**src/slbs_pkg.sv**
```systemverilog
// shared types and constants for the status led blink sequencer
// no dependencies
package slbs_pkg;

  localparam int unsigned PERIOD_W = 15;
  localparam int unsigned IDX_W    = 4;
  localparam int unsigned NOW_W    = 16;
  localparam int unsigned CFG_IDX_W = 2;

  // configuration register indexes
  localparam logic [CFG_IDX_W-1:0] CFG_IDLE_STEP    = 2'd0;
  localparam logic [CFG_IDX_W-1:0] CFG_FAULT_STEP   = 2'd1;
  localparam logic [CFG_IDX_W-1:0] CFG_POWER_STEP   = 2'd2;
  localparam logic [CFG_IDX_W-1:0] CFG_SUBCODE_STEP = 2'd3;

  localparam logic [PERIOD_W-1:0] IDLE_STEP_RST    = 15'd100;
  localparam logic [PERIOD_W-1:0] FAULT_STEP_RST   = 15'd200;
  localparam logic [PERIOD_W-1:0] POWER_STEP_RST   = 15'd100;
  localparam logic [PERIOD_W-1:0] SUBCODE_STEP_RST = 15'd1000;

  // remote display pattern codes
  typedef enum logic [2:0] {
    REM_PLC_LOCK  = 3'd0,
    REM_ALARM     = 3'd1,
    REM_BOOT_LOCK = 3'd2,
    REM_POWER     = 3'd3,
    REM_POWER_WRN = 3'd4,
    REM_IDLE      = 3'd5,
    REM_IDLE_WRN  = 3'd6
  } remote_e;

  // per-request control from status select to timer and store
  typedef struct packed {
    logic                act;
    logic [IDX_W-1:0]    len;
    logic [PERIOD_W-1:0] period;
    remote_e             sel;
  } slbs_ctrl_t;

endpackage

```
**src/status_led_blink_sequencer.sv**
```systemverilog
// status led blink sequencer top level: request register, result register, config
// depends on slbs_pkg, slbs_status, slbs_step, slbs_slots
//
// One request per tick gives exactly one result. A request is registered on
// entry and its result is computed combinationally from it into the output register, so
// a new request is taken every clock while the output is not stalled; the
// result moves from the request register into the output register and is held
// there while the output is stalled. The pattern store, slot index
// and step deadline are updated as each request moves into the output register,
// which sets the one-request-per-cycle rate. The user must write step periods
// through the config port only while no request is in flight; the block does not enforce it.
module status_led_blink_sequencer import slbs_pkg::*; #(
  parameter int unsigned SLOT_COUNT = 10,
  parameter int unsigned TIMER_BITS = 16
) (
  input  logic                 clk_i,
  input  logic                 rst_ni,
  input  logic                 cfg_we_i,
  input  logic [CFG_IDX_W-1:0] cfg_index_i,
  input  logic [PERIOD_W-1:0]  cfg_data_i,
  input  logic                 in_valid_i,
  output logic                 in_stall_o,
  input  logic [NOW_W-1:0]     now_ms_i,
  input  logic [31:0]          alarm_bits_i,
  input  logic [31:0]          alarm_subcode_i,
  input  logic [31:0]          warning_bits_i,
  input  logic                 plc_reload_lock_i,
  input  logic                 boot_error_lock_i,
  input  logic                 power_on_i,
  input  logic                 diag_button_i,
  input  logic                 diag_mode_i,
  input  logic                 packet_seen_i,
  output logic                 out_valid_o,
  input  logic                 out_stall_i,
  output logic [7:0]           led_code_o,
  output logic [2:0]           remote_pattern_o,
  output logic                 packet_taken_o
);

  logic [PERIOD_W-1:0] idle_step_q, fault_step_q, power_step_q, subcode_step_q;

  logic             req_valid_q;
  logic [NOW_W-1:0] now_q;
  logic [31:0]      alarm_q, sub_q, warn_q;
  logic             plc_q, boot_q, power_q, button_q, diag_q, packet_q;

  logic       out_valid_q;
  logic [7:0] led_q;
  remote_e    remote_q;
  logic       taken_q;

  logic                       advance, req_ready;
  slbs_ctrl_t                 ctrl;
  logic [SLOT_COUNT-1:0]      wr_en;
  logic [SLOT_COUNT-1:0][7:0] wr_val;
  logic [IDX_W-1:0]           idx;
  logic [7:0]                 led;
  logic                       taken;

  assign advance    = req_valid_q && (!out_valid_q || !out_stall_i);
  assign req_ready  = !req_valid_q || advance;
  assign in_stall_o = !req_ready;

  always_ff @(posedge clk_i or negedge rst_ni) begin
    if (!rst_ni) begin
      idle_step_q    <= IDLE_STEP_RST;
      fault_step_q   <= FAULT_STEP_RST;
      power_step_q   <= POWER_STEP_RST;
      subcode_step_q <= SUBCODE_STEP_RST;
    end else if (cfg_we_i) begin
      case (cfg_index_i)
        CFG_IDLE_STEP:    idle_step_q    <= cfg_data_i;
        CFG_FAULT_STEP:   fault_step_q   <= cfg_data_i;
        CFG_POWER_STEP:   power_step_q   <= cfg_data_i;
        CFG_SUBCODE_STEP: subcode_step_q <= cfg_data_i;
        default: ;
      endcase
    end
  end

  always_ff @(posedge clk_i or negedge rst_ni) begin
    if (!rst_ni) begin
      req_valid_q <= 1'b0;
    end else if (req_ready) begin
      req_valid_q <= in_valid_i;
    end
  end

  always_ff @(posedge clk_i) begin
    if (req_ready && in_valid_i) begin
      now_q    <= now_ms_i;
      alarm_q  <= alarm_bits_i;
      sub_q    <= alarm_subcode_i;
      warn_q   <= warning_bits_i;
      plc_q    <= plc_reload_lock_i;
      boot_q   <= boot_error_lock_i;
      power_q  <= power_on_i;
      button_q <= diag_button_i;
      diag_q   <= diag_mode_i;
      packet_q <= packet_seen_i;
    end
  end

  slbs_status #(
    .SLOT_COUNT(SLOT_COUNT)
  ) u_status (
    .alarm_bits_i      (alarm_q),
    .alarm_subcode_i   (sub_q),
    .warning_bits_i    (warn_q),
    .plc_reload_lock_i (plc_q),
    .boot_error_lock_i (boot_q),
    .power_on_i        (power_q),
    .diag_button_i     (button_q),
    .idle_step_i       (idle_step_q),
    .fault_step_i      (fault_step_q),
    .power_step_i      (power_step_q),
    .subcode_step_i    (subcode_step_q),
    .ctrl_o            (ctrl),
    .wr_en_o           (wr_en),
    .wr_val_o          (wr_val)
  );

  slbs_step #(
    .TIMER_BITS(TIMER_BITS)
  ) u_step (
    .clk_i     (clk_i),
    .rst_ni    (rst_ni),
    .advance_i (advance),
    .now_ms_i  (now_q),
    .ctrl_i    (ctrl),
    .idx_o     (idx)
  );

  slbs_slots #(
    .SLOT_COUNT(SLOT_COUNT)
  ) u_slots (
    .clk_i          (clk_i),
    .rst_ni         (rst_ni),
    .advance_i      (advance),
    .wr_en_i        (wr_en),
    .wr_val_i       (wr_val),
    .act_i          (ctrl.act),
    .idx_i          (idx),
    .diag_mode_i    (diag_q),
    .packet_seen_i  (packet_q),
    .led_code_o     (led),
    .packet_taken_o (taken)
  );

  always_ff @(posedge clk_i or negedge rst_ni) begin
    if (!rst_ni) begin
      out_valid_q <= 1'b0;
    end else if (!out_valid_q || !out_stall_i) begin
      out_valid_q <= req_valid_q;
    end
  end

  always_ff @(posedge clk_i) begin
    if (advance) begin
      led_q    <= led;
      remote_q <= ctrl.sel;
      taken_q  <= taken;
    end
  end

  assign out_valid_o      = out_valid_q;
  assign led_code_o       = led_q;
  assign remote_pattern_o = remote_q;
  assign packet_taken_o   = taken_q;

endmodule

```
**src/slbs_status.sv**
```systemverilog
// status priority select and pattern generation for one request
// depends on slbs_pkg
module slbs_status import slbs_pkg::*; #(
  parameter int unsigned SLOT_COUNT = 10
) (
  input  logic [31:0]                alarm_bits_i,
  input  logic [31:0]                alarm_subcode_i,
  input  logic [31:0]                warning_bits_i,
  input  logic                       plc_reload_lock_i,
  input  logic                       boot_error_lock_i,
  input  logic                       power_on_i,
  input  logic                       diag_button_i,
  input  logic [PERIOD_W-1:0]        idle_step_i,
  input  logic [PERIOD_W-1:0]        fault_step_i,
  input  logic [PERIOD_W-1:0]        power_step_i,
  input  logic [PERIOD_W-1:0]        subcode_step_i,
  output slbs_ctrl_t                 ctrl_o,
  output logic [SLOT_COUNT-1:0]      wr_en_o,
  output logic [SLOT_COUNT-1:0][7:0] wr_val_o
);

  localparam logic [7:0] PAT_ON    = 8'h01;
  localparam logic [7:0] PAT_WARN  = 8'h05;
  localparam logic [7:0] PAT_ALARM = 8'h04;
  localparam logic [7:0] PAT_BOOT1 = 8'h02;
  localparam logic [7:0] PAT_OFF   = 8'h00;

  logic       sub_nz, warn_nz, alarm_nz;
  logic       btn_sub, btn_warn;
  logic [4:0] warn_pos, alarm_pos;
  logic [7:0] warn_code, alarm_code;

  assign sub_nz   = |alarm_subcode_i;
  assign warn_nz  = |warning_bits_i;
  assign alarm_nz = |alarm_bits_i;
  assign btn_sub  = diag_button_i && sub_nz;
  assign btn_warn = diag_button_i && !sub_nz && warn_nz;

  // lowest set bit position
  always_comb begin
    warn_pos  = '0;
    alarm_pos = '0;
    for (int i = 31; i >= 0; i--) begin
      if (warning_bits_i[i]) warn_pos = 5'(i);
      if (alarm_bits_i[i]) alarm_pos = 5'(i);
    end
  end

  assign warn_code  = {warn_pos, 3'b000};
  assign alarm_code = {alarm_pos, 3'b000};

  always_comb begin
    ctrl_o.act    = btn_sub || btn_warn;
    ctrl_o.len    = '0;
    ctrl_o.period = idle_step_i;
    wr_en_o       = '0;
    wr_val_o      = '0;

    if (plc_reload_lock_i) begin
      ctrl_o.sel = REM_PLC_LOCK;
    end else if (alarm_nz) begin
      ctrl_o.sel = REM_ALARM;
    end else if (boot_error_lock_i) begin
      ctrl_o.sel = REM_BOOT_LOCK;
    end else if (power_on_i) begin
      ctrl_o.sel = warn_nz ? REM_POWER_WRN : REM_POWER;
    end else begin
      ctrl_o.sel = warn_nz ? REM_IDLE_WRN : REM_IDLE;
    end

    if (btn_sub) begin
      ctrl_o.len    = IDX_W'(5);
      ctrl_o.period = subcode_step_i;
      for (int j = 0; j < 5; j++) begin
        wr_en_o[j] = 1'b1;
      end
      wr_val_o[0] = alarm_subcode_i[7:0];
      wr_val_o[1] = alarm_subcode_i[7:0];
      wr_val_o[2] = alarm_subcode_i[15:8];
      wr_val_o[3] = alarm_subcode_i[15:8];
      wr_val_o[4] = PAT_OFF;
    end else if (btn_warn) begin
      ctrl_o.len    = IDX_W'(2);
      ctrl_o.period = fault_step_i;
      wr_en_o[0]    = 1'b1;
      wr_en_o[1]    = 1'b1;
      wr_val_o[0]   = warn_code;
      wr_val_o[1]   = warn_code;
    end else if (plc_reload_lock_i) begin
      ctrl_o.len    = IDX_W'(2);
      ctrl_o.period = idle_step_i;
      wr_en_o[0]    = 1'b1;
      wr_en_o[1]    = 1'b1;
      wr_val_o[0]   = PAT_ON;
      wr_val_o[1]   = PAT_WARN;
    end else if (alarm_nz) begin
      ctrl_o.len    = IDX_W'(2);
      ctrl_o.period = fault_step_i;
      wr_en_o[0]    = 1'b1;
      wr_en_o[1]    = 1'b1;
      wr_val_o[0]   = alarm_code | PAT_ALARM;
      wr_val_o[1]   = alarm_code;
    end else if (boot_error_lock_i) begin
      ctrl_o.len    = IDX_W'(2);
      ctrl_o.period = fault_step_i;
      wr_en_o[0]    = 1'b1;
      wr_en_o[1]    = 1'b1;
      wr_val_o[0]   = PAT_ALARM;
      wr_val_o[1]   = PAT_BOOT1;
    end else if (power_on_i) begin
      ctrl_o.len    = IDX_W'(8);
      ctrl_o.period = power_step_i;
      for (int j = 0; j < 8; j++) begin
        wr_en_o[j] = 1'b1;
      end
      wr_val_o[0] = warn_nz ? PAT_WARN : PAT_ON;
      wr_val_o[2] = PAT_ON;
    end else begin
      ctrl_o.len    = IDX_W'(10);
      ctrl_o.period = idle_step_i;
      for (int j = 0; j < 10; j++) begin
        wr_en_o[j] = 1'b1;
      end
      wr_val_o[0] = warn_nz ? PAT_WARN : PAT_ON;
      for (int j = 1; j < 5; j++) begin
        wr_val_o[j] = PAT_ON;
      end
    end
  end

endmodule

```
**src/slbs_step.sv**
```systemverilog
// drift-free step timer and slot index
// depends on slbs_pkg
module slbs_step import slbs_pkg::*; #(
  parameter int unsigned TIMER_BITS = 16
) (
  input  logic             clk_i,
  input  logic             rst_ni,
  input  logic             advance_i,
  input  logic [NOW_W-1:0] now_ms_i,
  input  slbs_ctrl_t       ctrl_i,
  output logic [IDX_W-1:0] idx_o
);

  logic                  first_q, first_d;
  logic                  last_btn_q, last_btn_d;
  logic [IDX_W-1:0]      idx_q, idx_d;
  logic [TIMER_BITS-1:0] dl_q, dl_d;

  logic                  change;
  logic [TIMER_BITS-1:0] now_ext, dl_a, diff;
  logic [IDX_W-1:0]      idx_a, idx_b;

  assign now_ext = TIMER_BITS'(now_ms_i);
  assign change  = last_btn_q != ctrl_i.act;
  assign idx_a   = change ? ctrl_i.len : idx_q;
  assign dl_a    = (first_q || change) ? now_ext : dl_q;
  assign diff    = now_ext - dl_a;
  assign idx_b   = idx_a + IDX_W'(1);

  always_comb begin
    first_d    = 1'b0;
    last_btn_d = ctrl_i.act;
    idx_d      = idx_a;
    dl_d       = dl_a;
    // step is due once the deadline has been reached
    if (!diff[TIMER_BITS-1]) begin
      dl_d  = dl_a + TIMER_BITS'(ctrl_i.period);
      idx_d = (idx_b >= ctrl_i.len) ? '0 : idx_b;
    end
  end

  assign idx_o = idx_d;

  always_ff @(posedge clk_i or negedge rst_ni) begin
    if (!rst_ni) begin
      first_q    <= 1'b1;
      last_btn_q <= 1'b0;
      idx_q      <= '0;
      dl_q       <= '0;
    end else if (advance_i) begin
      first_q    <= first_d;
      last_btn_q <= last_btn_d;
      idx_q      <= idx_d;
      dl_q       <= dl_d;
    end
  end

endmodule

```
**src/slbs_slots.sv**
```systemverilog
// pattern slot store with bit 1 adjust and bit-reversed led output
// depends on slbs_pkg
module slbs_slots import slbs_pkg::*; #(
  parameter int unsigned SLOT_COUNT = 10
) (
  input  logic                       clk_i,
  input  logic                       rst_ni,
  input  logic                       advance_i,
  input  logic [SLOT_COUNT-1:0]      wr_en_i,
  input  logic [SLOT_COUNT-1:0][7:0] wr_val_i,
  input  logic                       act_i,
  input  logic [IDX_W-1:0]           idx_i,
  input  logic                       diag_mode_i,
  input  logic                       packet_seen_i,
  output logic [7:0]                 led_code_o,
  output logic                       packet_taken_o
);

  logic [SLOT_COUNT-1:0][7:0] slot_q, slot_d, slot_w;
  logic [7:0]                 rd, adj, shown;
  logic                       in_range;

  assign in_range = {1'b0, idx_i} < (IDX_W + 1)'(SLOT_COUNT);

  always_comb begin
    rd = '0;
    for (int j = 0; j < SLOT_COUNT; j++) begin
      slot_w[j] = wr_en_i[j] ? wr_val_i[j] : slot_q[j];
      if (idx_i == IDX_W'(j)) rd = slot_w[j];
    end
  end

  always_comb begin
    adj = rd;
    if (diag_mode_i) begin
      adj[1] = rd[0];
    end else begin
      adj[1] = packet_seen_i;
    end
  end

  assign packet_taken_o = !act_i && !diag_mode_i && packet_seen_i;

  always_comb begin
    for (int j = 0; j < SLOT_COUNT; j++) begin
      slot_d[j] = (!act_i && idx_i == IDX_W'(j)) ? adj : slot_w[j];
    end
  end

  // slots beyond the store read as zero
  assign shown = !in_range ? 8'h00 : (act_i ? rd : adj);

  always_comb begin
    for (int i = 0; i < 8; i++) begin
      led_code_o[i] = shown[7-i];
    end
  end

  always_ff @(posedge clk_i or negedge rst_ni) begin
    if (!rst_ni) begin
      slot_q <= '0;
    end else if (advance_i) begin
      slot_q <= slot_d;
    end
  end

endmodule
```
**config.mk**
```make
export PLATFORM = sky130hd
export DESIGN_NAME = status_led_blink_sequencer
export DESIGN_NICKNAME = d
export VERILOG_FILES = /design/src/slbs_pkg.sv /design/src/status_led_blink_sequencer.sv /design/src/slbs_status.sv /design/src/slbs_step.sv /design/src/slbs_slots.sv
export SDC_FILE = /design/constraint.sdc
export NUM_CORES = 1
export LEC_CHECK = 0
export BUFFER_PORTS_ARGS = -buffer_cell sky130_fd_sc_hd__buf_2
export CELL_PAD_IN_SITES_DETAIL_PLACEMENT = 1
export CELL_PAD_IN_SITES_GLOBAL_PLACEMENT = 2
export CORE_ASPECT_RATIO = 0.6
export CORE_MARGIN = 1.5
export CORE_UTILIZATION = 33
export CTS_CLUSTER_SIZE = 24
export DETAILED_ROUTE_END_ITERATION = 6
export PLACE_DENSITY = 0.79
export SYNTH_ARGS = -nofsm -noshare
export SYNTH_HDL_FRONTEND = slang
export SYNTH_HIERARCHICAL = 1
export SYNTH_SLANG_ARGS = --single-unit
```
**constraint.sdc**
```tcl
create_clock -name clk_i -period 6.3 [get_ports clk_i]
set_clock_uncertainty 0.1 [all_clocks]
set_input_delay 1.26 -clock clk_i [delete_from_list [all_inputs] [get_ports clk_i]]
set_output_delay 1.26 -clock clk_i [all_outputs]
set_load 0.005 [all_outputs]
```
==> results of run 1 <==
## sequential cells by signal, indices dropped and copies added, names as in the netlist, 3 cells and up
signal	cells
alarm_q	32
fault_step_q	15
idle_step_q	15
led_code_o	8
now_q	16
power_step_q	15
remote_pattern_o	3
sub_q	32
subcode_step_q	15
u_slots/slot_q	80
u_step/dl_q	16
u_step/idx_q	4
warn_q	32
## final timing paths
check                            start                  to  slack [ns]
max                          warn_q[7]  u_slots/slot_q[20]        0.18
min                        req_valid_q         out_valid_o        0.40
min in group asynchronous       rst_ni  u_slots/slot_q[57]        0.64
min reg2reg                req_valid_q         out_valid_o        0.40
max reg2reg                  warn_q[7]  u_slots/slot_q[20]        0.18
max in group asynchronous       rst_ni      idle_step_q[9]        4.54
## power by group through the flow
| stage | Combinational [W] | Sequential, W | Clock, W |
|---|---|---|---|
| after floorplan | 0.00229 | 0.00270 | 0 |
| final | 0.00448 | 0.00277 | 0.00204 |
| after global placement | 0.00387 | 0.00276 | 0 |
| after CTS | 0.00420 | 0.00276 | 0.00209 |
| after detailed placement | 0.00400 | 0.00279 | 0 |
| after global routing | 0.00476 | 0.00282 | 0.00216 |
## placed cells by master (no fill, tap or decap), types with 17 or more instances in the layout
cell type and count:
o221ai_1 21, nand2_1 113, buf_4 163, o21ai_1 22
a31oi_1 22, nor2_1 84, a21oi_1 71, mux2i_1 86
o22ai_1 25, dfrtp_1 148, edfxtp_1 130, inv_1 47
buf_2 152, o21ai_0 56, mux2_2 99, ha_1 26
conb_1 49, o32ai_1 17, nor3_1 21, clkbuf_16 30
nand3b_1 17, nand3_1 37
## metrics by stage
stage / instances / setup slack [ns] / setup TNS [ns]
5_1_grt: 2571 / -0.0121 / -0.0121
3_3_place_gp: 2488 / -0.485 / -1.90
3_5_place_dp: 2488 / -0.626 / -9.87
4_1_cts: 2557 / -0.0122 / -0.0122
6_report: 2571 / 0.181 / 0
2_1_floorplan: 1640 / 0.0826 / 0
## kinds of logic after synthesis
| group | count (synthesis) |
|---|---|
| compound gates | 429 |
| flops | 294 |
| xor+xnor | 24 |
| buf+inv | 197 |
| simple gates | 426 |
| mux | 189 |
| fa+ha+maj | 32 |
| other cells | 2 |
## worst max-delay path, cell delays in order (launching register included)
cell and delay (ns):
edfxtp_1 0.46, nor4_4 0.38, nand4_2 0.23, o41ai_4 0.43, inv_1 0.10, buf_6 0.16
xnor2_4 0.13, nand2_2 0.14, mux2i_1 0.26, ha_1 0.29, and3_4 0.19, buf_4 0.14
and2_1 0.17, a311oi_2 0.24, o221ai_2 0.18, mux2i_2 0.19, buf_6 0.16, mux2i_4 0.21
buf_4 0.19, or4_4 0.56, buf_4 0.18, o21ai_1 0.20, a211oi_2 0.08, o21a_2 0.27
buf_12 0.14, a221oi_2 0.22
## repair_timing
action,4_1_cts,5_1_grt
cloned,0,1
setup endpoints to repair,76,76
buffers inserted,14,12
resized for setup,24,44
hold endpoints to repair,0,0
pin swaps,9,13
## cell type report
class                      count  area (um^2)
antenna                        1         2.50
clock buffer                  34          766
clock inverter                21          333
fill                        5679        30300
inverter                      51          191
multi-input combinational   1149         8650
sequential                   294         8030
tap                          693          867
timing repair buffer         328         2180
## layer usage
metal	wire length (um)	vias up
met4	989	0
met2	24500	413
li1	-	6473
met1	29600	7215
met3	3300	64
met5	0	-
==> summary.md, run 1 <==
| Metric | Value |
|---|---|
| Status | `finished clean` |
| Final Cell Area | `approximately 0.021 mm^2` |
| Slew Limit Fails | `0` |
| Initial antenna violation count | `1` |
| WHS Path Cells | `1` |
| Period minus WS final | `6.12 ns` |
| Routing usage on met1 | `0.327` |
| Drt pass-1 iters | `5` |
| Slew Limit Headroom | `0.248` |
| Pwr dens | `roughly 440 mW/mm^2` |
| # port buffers | `roughly 150` |
| Final Hold Vio Count | `0` |
| Dominant cells by area after synthesis | `edfxtp_1 23%, dfrtp_1 21%, mux2_2 6.5%` |
| Most frequent cell after synthesis | `dfrtp_1` |
| Yosys reg bits | `294` |
| GRT busiest layer | `met1` |
| Post-Syn Area per Cell | `10.8 um^2` |
| RePlAce Congestion | `between 0.8 and 0.9` |
| Routed len/inst | `22.7 um` |
| Total gr overflow | `0` |
| Placeable Area | `between 0.05 and 0.06 mm^2` |
| WP data required | `6.72 ns` |
| Via count | `14,200` |
| Vias in the first global route | `14,700` |
| Clk_lat worst skew | `0.62 ns` |
| Synth Area in Compound Gates | `0.178` |
| Max_cap viols | `0` |
| Htree depth | `1` |
| RSZ-0062 raised after global routing | `yes` |
| Sequential share of power | `0.298` |
| Clock transition at path regs | `0.06 ns` |
| Total power | `0.00929 W` |
| Max FO, Critical Path | `8` |
| Post-synth top area share | `0.226` |
| Routed wire length | `58.4 mm` |
| Leakage power | `8.45 nW` |
| Peak VDD IR | `approximately 0.23 mV` |
| DRT iter0 DRCs | `1,018` |
| Internal | `0.00565 W` |
| Fin nets | `2,021` |
| Via-to-Cell Ratio | `5.51` |
| Fin util | `0.410` |
| Largest net degree at the start of global routing | `165` |
| Netlist cell types | `110` |
| Die height | `roughly 180 um` |
| Worst-Margin Slew | `1.13 ns` |
| Top Ports | `154` |
| Ys flop type | `dfrtp_1` |
| TritonCTS clock tree | `built` |
| Die footprint | `0.0537 mm^2` |
| Post-CTS Hold Fix Bufs | `0` |
| Largest family of logic cells by synthesized area | `compound AO/OA/AOI/OAI gates` |
| Xor and xnor fraction of the mapped netlist area | `0.0130` |
| # rows | `64` |
| DR DRC count | `0` |
| Worst setup EP type | `flip-flop` |
| Area growth, synth to finish | `21.8%` |
| Final setup vio count | `0` |
| Async S/R FF share, synth | `0.558` |
| Synth Area in Simple Gates | `0.140` |
| Post-route ant nets | `0` |
| Mapped Area | `0.0173 mm^2` |
| Sw Ratio | `0.391` |
| F_max | `between 0.15 and 0.2 GHz` |
| Hold WS | `around 0.4 ns` |
| Final period util | `0.971` |
| YS warnings | `6` |
| Post-DP HPWL | `approximately 42 mm` |
| Post-Synth Adder-Cell Area | `0.0225` |
| Initial core utilization | `0.336` |
| Setup CP Type | `flip-flop to flip-flop` |
| Met2 GRT Util | `0.306` |
| GRT met3 Usage | `0.0360` |
| Mux contribution to synthesized area | `0.117` |
| Post-synthesis sequential area ratio | `0.465` |
| Chip width | `298 um` |
| R2R depth | `25` |
| CTS Buf Count | `30` |
| First-pass GRT wire length | `89.2 mm` |
| Switching pwr | `0.00364 W` |
| Synth top cells by count | `148 x dfrtp_1, 130 x edfxtp_1, 113 x nand2_1, 99 x mux2_2, 90 x mux2i_1` |
| Placed Area | `0.0194 mm^2` |
| Clock Sink Count | `294` |
| CTS root buf | `clkbuf_16` |
| Synthesized instance count | `1,593` |
| Number of flops mapped to enable cells by yosys | `130` |
| Startpoint class of the critical path | `flip-flop` |
| Critical Path AT | `6.54 ns` |
| Clock power share | `0.220` |
| Total Routing Usage GR | `0.211` |
| Fraction of layout cells with a size suffix above 1 | `0.321` |
| Synth area leader | `edfxtp_1` |
| Max Buffers Root-to-Sink | `3` |
| Worst hold path type | `flip-flop to flip-flop` |
| Comb power frac | `0.482` |
No activity file was read; power rests on OpenSTA's default activity.
==> inputs of run 2 (changes only) <==
RECOVER_POWER = 25   (was default)
==> summary.md, run 2 (synthesis gave the netlist of run 1 again) <==
| Metric | Value |
|---|---|
| Via-to-Cell Ratio | `5.51 (about the same)` |
| Post-DP HPWL | `41.7 mm (unchanged)` |
| Worst-Margin Slew | `4.54 ns (+3.42 ns)` |
| Clock Sink Count | `294 (unchanged)` |
| CTS Buf Count | `30 (unchanged)` |
| Max Buffers Root-to-Sink | `3 (unchanged)` |
| Final setup margin | `0.176 ns (-0.00475 ns)` |
| Fin nets | `2,021 (unchanged)` |
| CP peak stage delay | `0.56 ns (about the same)` |
| Routed len/inst | `22.8 um (+0.22%)` |
| Htree depth | `1 (unchanged)` |
| Setup CP Type | `flip-flop to flip-flop` |
| Commonest non-fill, non-tap cell in the layout | `buf_4` |
| Final setup vio count | `0 (unchanged)` |
| Met2 GRT Util | `0.306 (unchanged)` |
| Total power | `0.00929 W (about the same)` |
| RSZ-0062 raised after global routing | `yes` |
| Startpoint class of the critical path | `flip-flop` |
| Worst setup EP type | `flip-flop` |
| GRT met3 Usage | `0.0360 (unchanged)` |
| Reg area | `0.00803 mm^2 (unchanged)` |
| Post-route ant nets | `0 (unchanged)` |
| Clk_lat worst skew | `0.62 ns (about the same)` |
| Post-place setup slack | `-0.626 ns (unchanged)` |
| CTS root buf | `clkbuf_16` |
| Max reg flops | `80 (unchanged)` |
| Slowest CP cell | `or4_4` |
| Routing usage on met1 | `0.327 (unchanged)` |
| Comb power frac | `0.482 (about the same)` |
| Clock transition at path regs | `0.06 ns (about the same)` |
| Die footprint | `0.0537 mm^2 (unchanged)` |
| Pwr dens | `443 mW/mm^2 (+0.26%)` |
| Most frequent cells in the layout | `163 x buf_4, 148 x dfrtp_1, 130 x edfxtp_1` |
| Sequential share of power | `0.298 (about the same)` |
| Top Ports | `154 (unchanged)` |
| Critical Path AT | `6.54 ns (about the same)` |
| Vias in the first global route | `14,700 (unchanged)` |
| Sw Ratio | `0.392 (+0.000507)` |
| Most flops, register | `u_slots/slot_q` |
| # rows | `64 (unchanged)` |
| Cell with the most instances on the worst path | `buf_4` |
| Largest net degree at the start of global routing | `165 (unchanged)` |
| Slew Limit Fails | `165 (+165)` |
| Status | `finished with violations` |
| Via count | `14,200 (+0.021%)` |
| Max FO, Critical Path | `8 (unchanged)` |
| Initial core utilization | `0.336 (unchanged)` |
| DR DRC count | `0 (unchanged)` |
| Clock power share | `0.220 (about the same)` |
| Leakage power | `8.38 nW (-0.87%)` |
| WP data required | `6.72 ns (about the same)` |
| First-pass GRT wire length | `89.2 mm (unchanged)` |
| Final Hold Vio Count | `0 (unchanged)` |
| Switching pwr | `0.00364 W (+0.17%)` |
| Area of the multi-input gates | `0.00865 mm^2 (unchanged)` |
| Violated checks | `max-capacitance violations, max-slew violations` |
| Max_cap viols | `1 (+1)` |
| Worst hold path type | `flip-flop to flip-flop` |
| Internal | `0.00565 W (about the same)` |
| TritonCTS clock tree | `built` |
| Final Non-Filler Cells | `2,571 (unchanged)` |
| # port buffers | `153 (unchanged)` |
| Final period util | `0.972 (about the same)` |
| DRT iter0 DRCs | `1,059 (+4.0%)` |
| Placeable Area | `0.0513 mm^2 (unchanged)` |
| Total Routing Usage GR | `0.211 (unchanged)` |
| Period minus WS final | `6.12 ns (+0.00475 ns)` |
| Area growth, synth to finish | `21.5%` |
| F_max | `0.163 GHz (about the same)` |
| Total gr overflow | `0 (unchanged)` |
| Dpl cells | `2,488 (unchanged)` |
| GRT busiest layer | `met1` |
| Fillers | `5,684 (+0.088%)` |
| Initial antenna violation count | `1 (unchanged)` |
| Peak VDD IR | `0.235 mV (-0.14%)` |
| Fraction of layout cells with a size suffix above 1 | `0.308 (-0.0133)` |
| Chip width | `298 um (unchanged)` |
| Routed wire length | `58.5 mm (+0.22%)` |
| Drt pass-1 iters | `5 (unchanged)` |
| Die height | `180 um (unchanged)` |
| Slew Limit Headroom | `-2.03 (-2.28)` |
| RePlAce Congestion | `0.869 (unchanged)` |
-- run 2: cell type report --
cell class	count	share of cell area
Clock buffer	34	0.0365
Inverter	51	0.00913
Tap cell	693	0.0413
Multi-Input combinational cell	1149	0.413
Antenna cell	1	0.000119
Sequential cell	294	0.383
Clock inverter	21	0.0159
Timing Repair Buffer	328	0.102
-- run 2: worst paths after layout --
check | from | to | slack [ns] | depth (start not counted)
max reg2reg | warn_q[7] | u_slots/slot_q[20] | 0.18 | 25
max | warn_q[7] | u_slots/slot_q[20] | 0.18 | 25
min reg2reg | req_valid_q | out_valid_o | 0.40 | 1
max in group asynchronous | rst_ni | idle_step_q[9] | 1.02 | 2
min | req_valid_q | out_valid_o | 0.40 | 1
min in group asynchronous | rst_ni | u_slots/slot_q[57] | 2.26 | 2
-- run 2: through the flow --
| stage | area [um^2] | hold WS (ns) | setup TNS (ns) | utilization |
|---|---|---|---|---|
| 4_1_cts | 20700 | 0.404 | -0.0122 | 0.404 |
| 3_3_place_gp | 19400 | 0.375 | -1.90 | 0.377 |
| 6_report | 21000 | 0.401 | 0 | 0.409 |
| 5_1_grt | 21000 | 0.423 | -0.0121 | 0.409 |
| 2_1_floorplan | 17400 | 0.342 | 0 | - |
| 3_5_place_dp | 19400 | 0.380 | -9.87 | 0.377 |
-- run 2: timing repair --
item / CTS / global route
hold buffers: 0 / 0
pin swaps: 9 / 13
buffers inserted: 14 / 12
gates cloned: 0 / 1
endpoints found under the setup margin: 76 / 76
resized for setup: 24 / 44
-- run 2: metal layers --
layer | vias to the layer above | wire [um]
met3 | 66 | 3500
met2 | 428 | 24500
met5 | - | 0
li1 | 6471 | -
met1 | 7203 | 29600
met4 | 0 | 1020
-- run 2: worst max-delay path: cells and delay by family, from the launching register on --
family          cells  cell delay (ns)
simple gates        6             1.67
compound gates      7             1.61
buf+inv             7             1.07
mux                 3             0.66
flops               1             0.46
fa+ha+maj           1             0.29
xor+xnor            1             0.13
-- run 2: power by group through the flow --
| stage | clock network, W | registers, W | logic (W) |
|---|---|---|---|
| final | 0.00204 | 0.00277 | 0.00448 |
| after global routing | 0.00216 | 0.00282 | 0.00476 |
| after CTS | 0.00209 | 0.00276 | 0.00420 |
| after detailed placement | 0 | 0.00279 | 0.00400 |
| after global placement | 0 | 0.00276 | 0.00387 |
| after floorplan | 0 | 0.00270 | 0.00229 |
==> inputs of run 3 (changes only) <==
CELL_PAD_IN_SITES_GLOBAL_PLACEMENT = 1   (was 2)
HOLD_SLACK_MARGIN = 0.1   (was default)
PLACE_DENSITY = 0.69   (was 0.79)
==> summary.md, run 3 (synthesis gave the netlist of run 1 again) <==
| Metric | Value |
|---|---|
| Status | `finished with violations` |
| Violated checks | `max-capacitance violations, max-slew violations` |
| First-pass GRT wire length | `87.0 mm (-2.5%)` |
| Internal | `0.00526 W (-7.0%)` |
| Most frequent cells in the layout | `148 x dfrtp_1, 130 x edfxtp_1, 121 x buf_2` |
| Sequential share of power | `0.311 (+0.013)` |
| Worst-Margin Slew | `4.65 ns (+0.110 ns)` |
| Final Hold Vio Count | `0 (unchanged)` |
| Chip width | `298 um (unchanged)` |
| Placeable Area | `0.0513 mm^2 (unchanged)` |
| Post-CTS Hold Fix Bufs | `0 (unchanged)` |
| Worst hold path type | `flip-flop to flip-flop` |
| Die footprint | `0.0537 mm^2 (unchanged)` |
| Fin util | `0.399 (-0.00995)` |
| Fin nets | `1,966 (-2.7%)` |
| Critical Path AT | `6.55 ns (about the same)` |
| Clk_lat worst skew | `0.61 ns (about the same)` |
| Slew Limit Headroom | `-2.10 (-0.0732)` |
| F_max | `0.160 GHz (-1.8%)` |
| Htree depth | `1 (unchanged)` |
| Initial antenna violation count | `4 (+3)` |
| Worst setup EP type | `flip-flop` |
| Max reg flops | `80 (unchanged)` |
| Clock transition at path regs | `0.07 ns (about the same)` |
| Post-DP HPWL | `41.5 mm (-0.59%)` |
| Sw Ratio | `0.408 (+0.0159)` |
| Largest net degree at the start of global routing | `96 (-42%)` |
| Drt pass-1 iters | `5 (unchanged)` |
| Top Ports | `154 (unchanged)` |
| Routed wire length | `57.6 mm (-1.6%)` |
| Peak VDD IR | `0.279 mV (+19%)` |
| DRT iter0 DRCs | `1,015 (-4.2%)` |
| Startpoint class of the critical path | `flip-flop` |
| Die height | `180 um (unchanged)` |
| Routed len/inst | `22.9 um (+0.44%)` |
| # rows | `64 (unchanged)` |
| Leakage power | `8.03 nW (-4.2%)` |
| Final setup vio count | `0 (unchanged)` |
| Fraction of layout cells with a size suffix above 1 | `0.286 (-0.0216)` |
| TritonCTS clock tree | `built` |
| Dpl cells | `2,428 (-2.4%)` |
| Area growth, synth to finish | `18.5%` |
| Total gr overflow | `0 (unchanged)` |
| CTS root buf | `clkbuf_16` |
| Via-to-Cell Ratio | `5.56 (+0.92%)` |
| Final Non-Filler Cells | `2,518 (-2.1%)` |
| Commonest non-fill, non-tap cell in the layout | `dfrtp_1` |
| Vias in the first global route | `14,300 (-2.8%)` |
| Total Routing Usage GR | `0.205 (-0.00581)` |
| Pwr dens | `434 mW/mm^2 (-2.1%)` |
| Switching pwr | `0.00362 W (-0.62%)` |
| Setup CP Type | `flip-flop to flip-flop` |
| Clock power share | `0.203 (-0.017)` |
| Final period util | `0.990 (+0.0175)` |
| Max_cap viols | `1 (unchanged)` |
| Max Buffers Root-to-Sink | `3 (unchanged)` |
| Post-route ant nets | `0 (unchanged)` |
| Via count | `14,000 (-1.2%)` |
| Flop2flop setup slack | `0.07 ns (-0.11 ns)` |
| Slew Limit Fails | `96 (-42%)` |
| Most flops, register | `u_slots/slot_q` |
| # port buffers | `153 (unchanged)` |
| WP data required | `6.62 ns (-0.10 ns)` |
| Comb power frac | `0.485 (+0.003)` |
| Max FO, Critical Path | `9 (+1)` |
| Period minus WS final | `6.23 ns (+0.110 ns)` |
| DR DRC count | `0 (unchanged)` |
| Clock Sink Count | `294 (unchanged)` |
| CTS Buf Count | `30 (unchanged)` |
| Initial core utilization | `0.336 (unchanged)` |
| RePlAce Congestion | `0.897 (+3.3%)` |
## run 3: changes by cell type in the layout (fill, tap and decap cells not counted), moves of 5 or more
cell and change:
buf_2 -7, buf_4 -60, buf_6 +5, bufinv_16 -7
clkbuf_1 +15
## run 3: timing repair
action | CTS | global route
setup buffers | 3 | 25
cloned | 0 | 4
endpoints found under the setup margin | 76 | 76
pin swaps | 4 | 25
gates resized for setup | 18 | 63
## run 3: through the flow
stage	instance area, um^2	hold WS [ns]	TNS (ns)	power, W	setup slack, ns
floorplan	17400	0.342	0	0.00499	0.0826
finish	20500	0.391	0	0.00888	0.0655
CTS	20000	0.398	0	0.00836	0.00163
global route	20500	0.409	-1.22	0.00929	-0.102
global placement	18900	0.363	-1.59	0.00631	-0.215
detailed placement	18900	0.382	-14.43	0.00645	-0.541
## run 3: routing by layer
| metal | GRT usage | vias to the layer above | share of wire | routed length (um) |
|---|---|---|---|---|
| met5 | 0 | - | 0.00043 | 25 |
| met4 | 0.0274 | 4 | 0.012 | 688 |
| met3 | 0.0453 | 55 | 0.076 | 4390 |
| met2 | 0.306 | 475 | 0.43 | 24700 |
| met1 | 0.309 | 7101 | 0.48 | 27800 |
| li1 | - | 6369 | - | - |
## run 3: final timing paths
check                             from                  to  depth (start not counted)
min                        req_valid_q         out_valid_o                          1
max                          sub_q[11]  u_slots/slot_q[49]                         26
max in group asynchronous       rst_ni     idle_step_q[12]                          1
max reg2reg                  sub_q[11]  u_slots/slot_q[49]                         26
min reg2reg                req_valid_q         out_valid_o                          1
min in group asynchronous       rst_ni  u_slots/slot_q[62]                          1
## run 3: critical path: stages, from the launching register on
cell and delay, ns:
edfxtp_1 0.45, nor4_4 0.33, buf_4 0.16, nand4_1 0.16, o41ai_4 0.42, inv_2 0.18
xor2_2 0.22, nor2_2 0.15, buf_4 0.15, buf_6 0.16, mux2i_4 0.26, ha_2 0.23
o211a_4 0.18, nand4_1 0.17, o221ai_2 0.30, mux2i_4 0.35, buf_6 0.18, buf_4 0.13
o21ai_4 0.10, buf_4 0.18, buf_6 0.13, or3b_4 0.41, o21ba_2 0.27, a211oi_2 0.06
a21boi_2 0.31, buf_6 0.19, a31oi_1 0.09
## run 3: final cells by class
type	instances	area, um^2
Multi-Input combinational cell	1151	8710
Timing Repair Buffer	271	1690
Clock buffer	46	873
Fill cell	5687	30900
Antenna cell	2	5.00
Inverter	51	191
Sequential cell	294	8030
Clock inverter	10	98.8
Tap cell	693	867
## run 3: power groups by stage
| stage | registers [W] | logic [W] | clock network [W] |
|---|---|---|---|
| CTS | 0.00275 | 0.00376 | 0.00185 |
| detailed placement | 0.00279 | 0.00367 | 0 |
| finish | 0.00276 | 0.00431 | 0.00181 |
| global placement | 0.00276 | 0.00355 | 0 |
| floorplan | 0.00270 | 0.00229 | 0 |
| global route | 0.00281 | 0.00456 | 0.00192 |
